## src/rtl/core/smad_pkg.sv

```systemverilog
`timescale 1ns / 1ps
`default_nettype none

package smad_pkg;

    localparam int WINDOW      = 10;
    localparam int SAMPLE_W    = 16;
    localparam int IDX_W       = (WINDOW > 1) ? $clog2(WINDOW) : 1;
    localparam int SUM_W       = SAMPLE_W + ((WINDOW > 1) ? $clog2(WINDOW) : 1);
    localparam int DIV_AVG     = WINDOW * 10;
    localparam int DIV_SPD     = 100;
    localparam int DEN_MAX     = (DIV_AVG > DIV_SPD) ? DIV_AVG : DIV_SPD;
    localparam int DEN_W       = $clog2(DEN_MAX + 1);
    localparam int FRAC_W      = 16;
    localparam int MAG_W       = FRAC_W + 1;
    localparam int GAIN_W      = 16;
    localparam int GAIN_FRAC   = 14;
    localparam int PROD_W      = MAG_W + GAIN_W;
    localparam int TMAG_W      = PROD_W - GAIN_FRAC;
    localparam int TURN_W      = 18;
    localparam int SPEED_W     = 7;
    localparam int DZ_W        = 17;
    localparam int CFG_IDX_W   = 3;
    localparam int CFG_DATA_W  = 17;

    // reciprocals for n * 2^16 / den with n < den: exact when 2^RCP_SH >= den^2
    localparam int     RCP_SH  = 2 * $clog2(DEN_MAX);
    localparam longint RCP_AVG = ((longint'(1) << (FRAC_W + RCP_SH)) + longint'(DIV_AVG) - 1)
                                 / longint'(DIV_AVG);
    localparam longint RCP_SPD = ((longint'(1) << (FRAC_W + RCP_SH)) + longint'(DIV_SPD) - 1)
                                 / longint'(DIV_SPD);
    localparam longint RCP_MAX = (RCP_AVG > RCP_SPD) ? RCP_AVG : RCP_SPD;
    localparam int     RCP_W   = $clog2(RCP_MAX + 1);
    localparam int     QPROD_W = DEN_W + RCP_W;

    localparam logic [MAG_W-1:0]  ONE_Q16  = MAG_W'(1 << FRAC_W);
    localparam logic [SPEED_W-1:0] RST_SPEED    = SPEED_W'(100);
    localparam logic [DZ_W-1:0]    RST_DZ_POS   = DZ_W'(3277);
    localparam logic [DZ_W-1:0]    RST_DZ_NEG   = DZ_W'(5243);
    localparam logic [GAIN_W-1:0]  RST_GAIN_POS = GAIN_W'(27853);
    localparam logic [GAIN_W-1:0]  RST_GAIN_NEG = GAIN_W'(21299);

    typedef logic signed [SAMPLE_W-1:0] t_sample;

    typedef enum logic [CFG_IDX_W-1:0] {
        CFG_SPEED    = 3'd0,
        CFG_DZ_POS   = 3'd1,
        CFG_DZ_NEG   = 3'd2,
        CFG_GAIN_POS = 3'd3,
        CFG_GAIN_NEG = 3'd4
    } t_cfg_idx;

    typedef enum logic [2:0] {
        S_IDLE,
        S_SUM,
        S_AVG_START,
        S_AVG_WAIT,
        S_SPD_START,
        S_SPD_WAIT,
        S_MUL,
        S_OUT
    } t_state;

endpackage

`default_nettype wire

```

## src/rtl/core/steering_moving_average_deadzone_core.sv

```systemverilog
`timescale 1ns / 1ps
`default_nettype none

// channel   valid     stall     payload
// input     i_valid   o_stall   i_curve_sample (16b signed)
// output    o_valid   i_stall   o_turn_command (18b signed Q.16)
// config    i_cfg_we  -         i_cfg_idx, i_cfg_data
//
// An item passes through idle to take it, a sum over the WINDOW entries of the ring,
// two reciprocal divisions on the shared unit, a multiply and the load.
// o_stall stays high until the result sits in the output register.
// A finished result waits in the output register while the next item is taken.
// Reset is synchronous; it clears the ring and the write index and loads the config registers' reset values.

module steering_moving_average_deadzone_core (
    input  wire logic                                  i_clk,
    input  wire logic                                  i_rst_n,
    input  wire logic                                  i_valid,
    output logic                                       o_stall,
    input  wire logic signed [smad_pkg::SAMPLE_W-1:0]  i_curve_sample,
    output logic                                       o_valid,
    input  wire logic                                  i_stall,
    output logic signed [smad_pkg::TURN_W-1:0]         o_turn_command,
    input  wire logic                                  i_cfg_we,
    input  wire logic [smad_pkg::CFG_IDX_W-1:0]        i_cfg_idx,
    input  wire logic [smad_pkg::CFG_DATA_W-1:0]       i_cfg_data
);
    import smad_pkg::*;

    t_state r_state, n_state;

    t_sample             r_ring [WINDOW];
    logic [IDX_W-1:0]    r_wr;
    logic [IDX_W-1:0]    r_idx;
    logic signed [SUM_W-1:0] r_acc;
    logic                r_neg;
    logic [MAG_W-1:0]    r_avg;
    logic [MAG_W-1:0]    r_bound;
    logic [PROD_W-1:0]   r_prod;
    logic                r_out_valid;
    logic signed [TURN_W-1:0] r_turn;

    logic [SPEED_W-1:0]  r_speed;
    logic [DZ_W-1:0]     r_dz_pos;
    logic [DZ_W-1:0]     r_dz_neg;
    logic [GAIN_W-1:0]   r_gain_pos;
    logic [GAIN_W-1:0]   r_gain_neg;

    logic                div_start;
    logic [SUM_W-1:0]    div_num;
    logic                div_spd;
    logic                div_done;
    logic [MAG_W-1:0]    div_quot;

    logic                in_take;
    logic                out_free;
    logic [SUM_W-1:0]    acc_mag;
    logic [MAG_W-1:0]    eff;
    logic                pos;
    logic [MAG_W-1:0]    dz_mag;
    logic [MAG_W-1:0]    mul_a;
    logic [GAIN_W-1:0]   mul_g;
    logic [TMAG_W-1:0]   tmag;
    logic signed [TURN_W-1:0] turn_val;

    assign in_take  = i_valid && (r_state == S_IDLE);
    assign out_free = !r_out_valid || !i_stall;
    assign acc_mag  = r_acc[SUM_W-1] ? SUM_W'(-r_acc) : SUM_W'(r_acc);

    smad_div u_div (
        .i_clk   (i_clk),
        .i_rst_n (i_rst_n),
        .i_start (div_start),
        .i_spd   (div_spd),
        .i_num   (div_num),
        .o_done  (div_done),
        .o_quot  (div_quot)
    );

    always_ff @(posedge i_clk) begin
        if (!i_rst_n) begin
            r_state <= S_IDLE;
        end else begin
            r_state <= n_state;
        end
    end

    always_comb begin
        n_state   = r_state;
        div_start = 1'b0;
        div_num   = acc_mag;
        div_spd   = 1'b0;
        unique case (r_state)
            S_IDLE: begin
                if (i_valid) begin
                    n_state = S_SUM;
                end
            end
            S_SUM: begin
                if (r_idx == IDX_W'(WINDOW - 1)) begin
                    n_state = S_AVG_START;
                end
            end
            S_AVG_START: begin
                div_start = 1'b1;
                n_state   = S_AVG_WAIT;
            end
            S_AVG_WAIT: begin
                if (div_done) begin
                    n_state = S_SPD_START;
                end
            end
            S_SPD_START: begin
                div_start = 1'b1;
                div_num   = SUM_W'(r_speed);
                div_spd   = 1'b1;
                n_state   = S_SPD_WAIT;
            end
            S_SPD_WAIT: begin
                if (div_done) begin
                    n_state = S_MUL;
                end
            end
            S_MUL: begin
                n_state = S_OUT;
            end
            S_OUT: begin
                if (out_free) begin
                    n_state = S_IDLE;
                end
            end
            default: begin
                n_state = S_IDLE;
            end
        endcase
    end

    // ring and write index
    always_ff @(posedge i_clk) begin
        if (!i_rst_n) begin
            r_wr <= '0;
            for (int k = 0; k < WINDOW; k++) begin
                r_ring[k] <= '0;
            end
        end else if (in_take) begin
            r_ring[r_wr] <= i_curve_sample;
            r_wr <= (r_wr == IDX_W'(WINDOW - 1)) ? '0 : r_wr + 1'b1;
        end
    end

    // config registers
    always_ff @(posedge i_clk) begin
        if (!i_rst_n) begin
            r_speed    <= RST_SPEED;
            r_dz_pos   <= RST_DZ_POS;
            r_dz_neg   <= RST_DZ_NEG;
            r_gain_pos <= RST_GAIN_POS;
            r_gain_neg <= RST_GAIN_NEG;
        end else if (i_cfg_we) begin
            unique case (i_cfg_idx)
                CFG_SPEED:    r_speed    <= i_cfg_data[SPEED_W-1:0];
                CFG_DZ_POS:   r_dz_pos   <= i_cfg_data[DZ_W-1:0];
                CFG_DZ_NEG:   r_dz_neg   <= i_cfg_data[DZ_W-1:0];
                CFG_GAIN_POS: r_gain_pos <= i_cfg_data[GAIN_W-1:0];
                CFG_GAIN_NEG: r_gain_neg <= i_cfg_data[GAIN_W-1:0];
                default: ;
            endcase
        end
    end

    // clamp, dead zone, gain select
    always_comb begin
        eff    = (r_avg < r_bound) ? r_avg : r_bound;
        pos    = !r_neg && (eff != '0);
        mul_g  = pos ? r_gain_pos : r_gain_neg;
        dz_mag = pos ? r_dz_pos : r_dz_neg;
        mul_a  = (eff < dz_mag) ? '0 : eff;
    end

    // truncate toward zero and saturate to 18 bits
    always_comb begin
        tmag = r_prod[PROD_W-1:GAIN_FRAC];
        if (r_neg) begin
            if (tmag >= TMAG_W'(1 << (TURN_W - 1))) begin
                turn_val = {1'b1, {(TURN_W-1){1'b0}}};
            end else begin
                turn_val = -$signed(tmag[TURN_W-1:0]);
            end
        end else begin
            if (tmag > TMAG_W'((1 << (TURN_W - 1)) - 1)) begin
                turn_val = {1'b0, {(TURN_W-1){1'b1}}};
            end else begin
                turn_val = $signed(tmag[TURN_W-1:0]);
            end
        end
    end

    always_ff @(posedge i_clk) begin
        unique case (r_state)
            S_IDLE: begin
                r_acc <= '0;
                r_idx <= '0;
            end
            S_SUM: begin
                r_acc <= r_acc + SUM_W'(r_ring[r_idx]);
                r_idx <= r_idx + 1'b1;
            end
            S_AVG_START: begin
                r_neg <= r_acc[SUM_W-1];
            end
            S_AVG_WAIT: begin
                if (div_done) begin
                    r_avg <= div_quot;
                end
            end
            S_SPD_WAIT: begin
                if (div_done) begin
                    r_bound <= div_quot;
                end
            end
            S_MUL: begin
                r_prod <= PROD_W'(mul_a) * PROD_W'(mul_g);
            end
            default: ;
        endcase
    end

    always_ff @(posedge i_clk) begin
        if (!i_rst_n) begin
            r_out_valid <= 1'b0;
        end else if (r_state == S_OUT && out_free) begin
            r_out_valid <= 1'b1;
        end else if (!i_stall) begin
            r_out_valid <= 1'b0;
        end
    end

    always_ff @(posedge i_clk) begin
        if (r_state == S_OUT && out_free) begin
            r_turn <= turn_val;
        end
    end

    assign o_stall        = r_state != S_IDLE;
    assign o_valid        = r_out_valid;
    assign o_turn_command = r_turn;

`ifndef NO_ASSERTIONS
    a_busy_after_take: assert property (@(posedge i_clk) disable iff (!i_rst_n)
        (i_valid && !o_stall) |=> o_stall)
        else $error("item accepted but input not stalled next cycle");

    a_div_done_place: assert property (@(posedge i_clk) disable iff (!i_rst_n)
        div_done |-> (r_state == S_AVG_WAIT || r_state == S_SPD_WAIT))
        else $error("divider finished outside a wait state");

    a_avg_bounded: assert property (@(posedge i_clk) disable iff (!i_rst_n)
        (r_state == S_MUL) |-> (r_avg <= ONE_Q16 && r_bound <= ONE_Q16))
        else $error("average or bound above 1.0");
`endif

endmodule

`default_nettype wire

```

## src/rtl/core/smad_div.sv

```systemverilog
`timescale 1ns / 1ps
`default_nettype none

module smad_div (
    input  wire logic                        i_clk,
    input  wire logic                        i_rst_n,
    input  wire logic                        i_start,
    input  wire logic                        i_spd,
    input  wire logic [smad_pkg::SUM_W-1:0]  i_num,
    output logic                             o_done,
    output logic [smad_pkg::MAG_W-1:0]       o_quot
);
    import smad_pkg::*;

    logic [QPROD_W-1:0] r_prod;
    logic               r_done;
    logic               r_sat;

    logic [SUM_W-1:0]   den;
    logic [RCP_W-1:0]   rcp;

    // n * 2^16 / den as (n * rcp) >> RCP_SH, saturated to 1.0; result registered in the cycle after start
    always_comb begin
        den = i_spd ? SUM_W'(DIV_SPD) : SUM_W'(DIV_AVG);
        rcp = i_spd ? RCP_W'(RCP_SPD) : RCP_W'(RCP_AVG);
    end

    always_ff @(posedge i_clk) begin
        if (!i_rst_n) begin
            r_done <= 1'b0;
        end else begin
            r_done <= i_start;
        end
    end

    always_ff @(posedge i_clk) begin
        if (i_start) begin
            r_sat  <= i_num >= den;
            r_prod <= QPROD_W'(i_num[DEN_W-1:0]) * QPROD_W'(rcp);
        end
    end

    assign o_done = r_done;
    assign o_quot = r_sat ? ONE_Q16 : {1'b0, r_prod[RCP_SH +: FRAC_W]};

endmodule

`default_nettype wire

```

## config.mk

```make
export PLATFORM = sky130hd
export DESIGN_NAME = steering_moving_average_deadzone_core
export DESIGN_NICKNAME = d
export VERILOG_FILES = /design/src/rtl/core/smad_pkg.sv /design/src/rtl/core/steering_moving_average_deadzone_core.sv /design/src/rtl/core/smad_div.sv
export SDC_FILE = /design/constraint.sdc
export NUM_CORES = 2
export LEC_CHECK = 0
export ABC_AREA = 1
export BUFFER_PORTS_ARGS = -buffer_cell sky130_fd_sc_hd__buf_2
export CAP_MARGIN = 15
export CORE_MARGIN = 2
export CORE_UTILIZATION = 60
export CTS_BUF_LIST = sky130_fd_sc_hd__clkbuf_4
export DETAILED_ROUTE_END_ITERATION = 12
export GPL_TIMING_DRIVEN = 1
export PLACE_DENSITY_LB_ADDON = 0.15
export SYNTH_ARGS = -nofsm -noshare
export SYNTH_HDL_FRONTEND = slang
export SYNTH_HIERARCHICAL = 1
export SYNTH_SLANG_ARGS = --single-unit
```

## constraint.sdc

```tcl
create_clock -name i_clk -period 11.7 [get_ports i_clk]
set_input_delay 2.34 -clock i_clk [delete_from_list [all_inputs] [get_ports i_clk]]
set_output_delay 2.34 -clock i_clk [all_outputs]
set_load 0.05 [all_outputs]
```

==> run metrics <==
largest net degree at the start of global routing 96; CTS tree built; Setup CP Type reg -> reg; number of enable flip-flop cells after synthesis approximately 370; GP Congestion approximately 1.0; status completed; Post-CTS Setup Repair Bufs 0; core box area between 0.05 and 0.06 mm²; sequential area share after synthesis 38.2%; Synth Register Bits 455; CP Max Fanout 49; initial DRC count ~2200; slowest cell on the critical path fa_1; Worst-path clk slew 0.07 ns; Final min period between 10 and 15 ns; num rows 86; CP startpoint r_bound[4]$_DFFE_PP_; most frequent cells in the layout inv_1, nand2_1, nor2_1; via count between 20000 and 30000; DP HPWL roughly 63000 µm; Max-slew headroom between 20% and 30%; grt ovf 0; Place WS 1.51 ns; max incr delay on CP 0.56 ns; RSZ-0062 raised after global routing no; Resize count post-CTS 0; drt pass-1 iters 6; Placed Cells around 4500; post-synth top area cell edfxtp_1; CP Launch Type register; post-synthesis async set-or-reset flop share 0%; die area just under 0.06 mm²; DP Area about 0.035 mm²; Total Routing Usage GR slightly above 30%; fmax 97.3 MHz; worst clock skew 0.116 ns; CTS Buf Count between 100 and 150; Yosys warning total 6; clock sink count between 400 and 500; Hold Buf Count CTS 0; final setup violating endpoints 0; fin. max-slew vios 0; # IOs 61; worst flop-to-flop path startpoint r_bound[4]$_DFFE_PP_; Chip Width around 240 µm; H-tree depth 3; Clock Tree Buf Depth 3; count of cell types in the netlist 53; clk_lat worst skew 0.92 ns; Root Buffer clkbuf_4; post-route cell area about 0.036 mm²; hold path start r_gain_pos[15]$_SDFFE_PN0P_; Tcrit/Tclk final between 80 and 90%; layout cell share with drive strength beyond 1 8.67%; Slew @ Worst Pin approximately 1.2 ns; initial core utilization 60.7%; DR DRC count 0; wire per inst 18.1 µm; setup ws final ~1.4 ns; Max Cap Viol 0; most used cell along the critical path nand2_1; top-area cell type share of the netlist area ~33%; hold crit path type reg -> reg; Synth Instances between 3000 and 4000; Vias per Instance ~5.5; initial antenna violation count 3; cell area after synthesis about 0.034 mm²; synth top area cells edfxtp_1, fa_1, ha_1; area grow syn2layout 7.83%; Die Y 240 µm; Post-Route WL around 86000 µm; Data arrival, critical path 10.89 ns; Syn Nets roughly 4300; WP data required about 12 ns; Avg Inst Size Synth 8.79 µm²; commonest non-fill, non-tap cell in the layout inv_1; fin cells 4755; TNS Setup 0 ns; Fillers 4764; first-pass GRT wire length roughly 140000 µm; Synth Flop Type edfxtp_1; CP Capture Type register; Fin. Hold Viols 0; vias in the first global route between 20000 and 30000; port buffer count 60; final net count roughly 4400; antenna-violating nets left 0
worst paths after layout:
kind | endpoint | slack, ns | cells past startpoint
setup / recovery | r_prod[27]$_DFFE_PP_ | 1.43 | 46
hold / removal | r_gain_pos[15]$_SDFFE_PN0P_ | 0.45 | 2
setup reg to reg | r_prod[27]$_DFFE_PP_ | 1.43 | 46
hold reg to reg | r_gain_pos[15]$_SDFFE_PN0P_ | 0.45 | 2
per-stage QoR:
step | utilization, % | hold WS [ns]
after floorplan | - | 0.424
after global placement | 62.7 | 0.434
after detailed placement | 62.7 | 0.441
after CTS | 65.5 | 0.450
after global routing | 65.5 | 0.479
final | 65.5 | 0.454
logic make-up after synthesis:
logic type	after synthesis	share of synthesized area [%]
xor gates and xnor gates	28	0.731
AOI/OAI and AO/OA	555	9.32
and+or+nand+nor	1399	17.0
DFF	455	38.2
muxes	80	2.39
adders and majority gates	478	23.1
buffers and inverters	819	9.30
per-layer routing:
| metal | global-route usage [%] | wire length [µm] |
|---|---|---|
| met1 | 40.7 | 35900 |
| met2 | 50.8 | 40800 |
| met3 | 5.13 | 6440 |
| met4 | 11.7 | 2880 |
| met5 | 0 | 0 |
sequential cells by signal, indices dropped and copies added, names as in the netlist, 7 cells and up, named ones only:
name            count
r_acc              20
r_ring            256
r_prod             19
r_gain_neg         16
r_avg              17
r_dz_neg           17
r_gain_pos         16
r_dz_pos           17
u_div/r_prod       16
o_turn_command     18
r_speed             7
r_bound            17
synthesized netlist by cell type, types with 5 or more instances:
cell and number:
a21oi_1 205, clkinv_1 9, xor2_1 22, fa_1 236, inv_1 689, ha_1 242, nand3_1 117, nor4_1 11
nand2_2 10, mux2i_1 80, a21o_1 7, nand4_1 13, xnor2_1 6, buf_1 13, dfxtp_1 86, o21ai_2 9
nor2_2 14, and2_1 5, o211ai_1 77, nor2_1 499, o21a_1 7, nand3b_1 6, o21bai_1 7, o21ai_0 217
edfxtp_1 369, nand2_1 677, buf_2 6, nor3_1 29, clkbuf_1 92
final cells by class:
class | count | area [µm²] | area share [%]
timing repair buffer | 102 | 619 | 1.71
inverter | 702 | 2640 | 7.29
multi-input combinational | 2540 | 17600 | 48.8
clock inverter | 35 | 239 | 0.661
sequential | 455 | 12800 | 35.4
tap | 748 | 936 | 2.59
antenna | 4 | 10.0 | 0.0277
clock buffer | 169 | 1270 | 3.51
critical path, delay by kind of cell (launching register included):
kind / cells / cell delay (ns)
simple gates: 24 / 3.88
buf+inv: 7 / 0.88
compound gates: 5 / 0.88
flops: 1 / 0.39
mux: 1 / 0.18
fa+ha+maj: 9 / 3.80
Power is not shown: default switching activity piles up to over one toggle a cycle in this logic, so the estimate is an artifact.
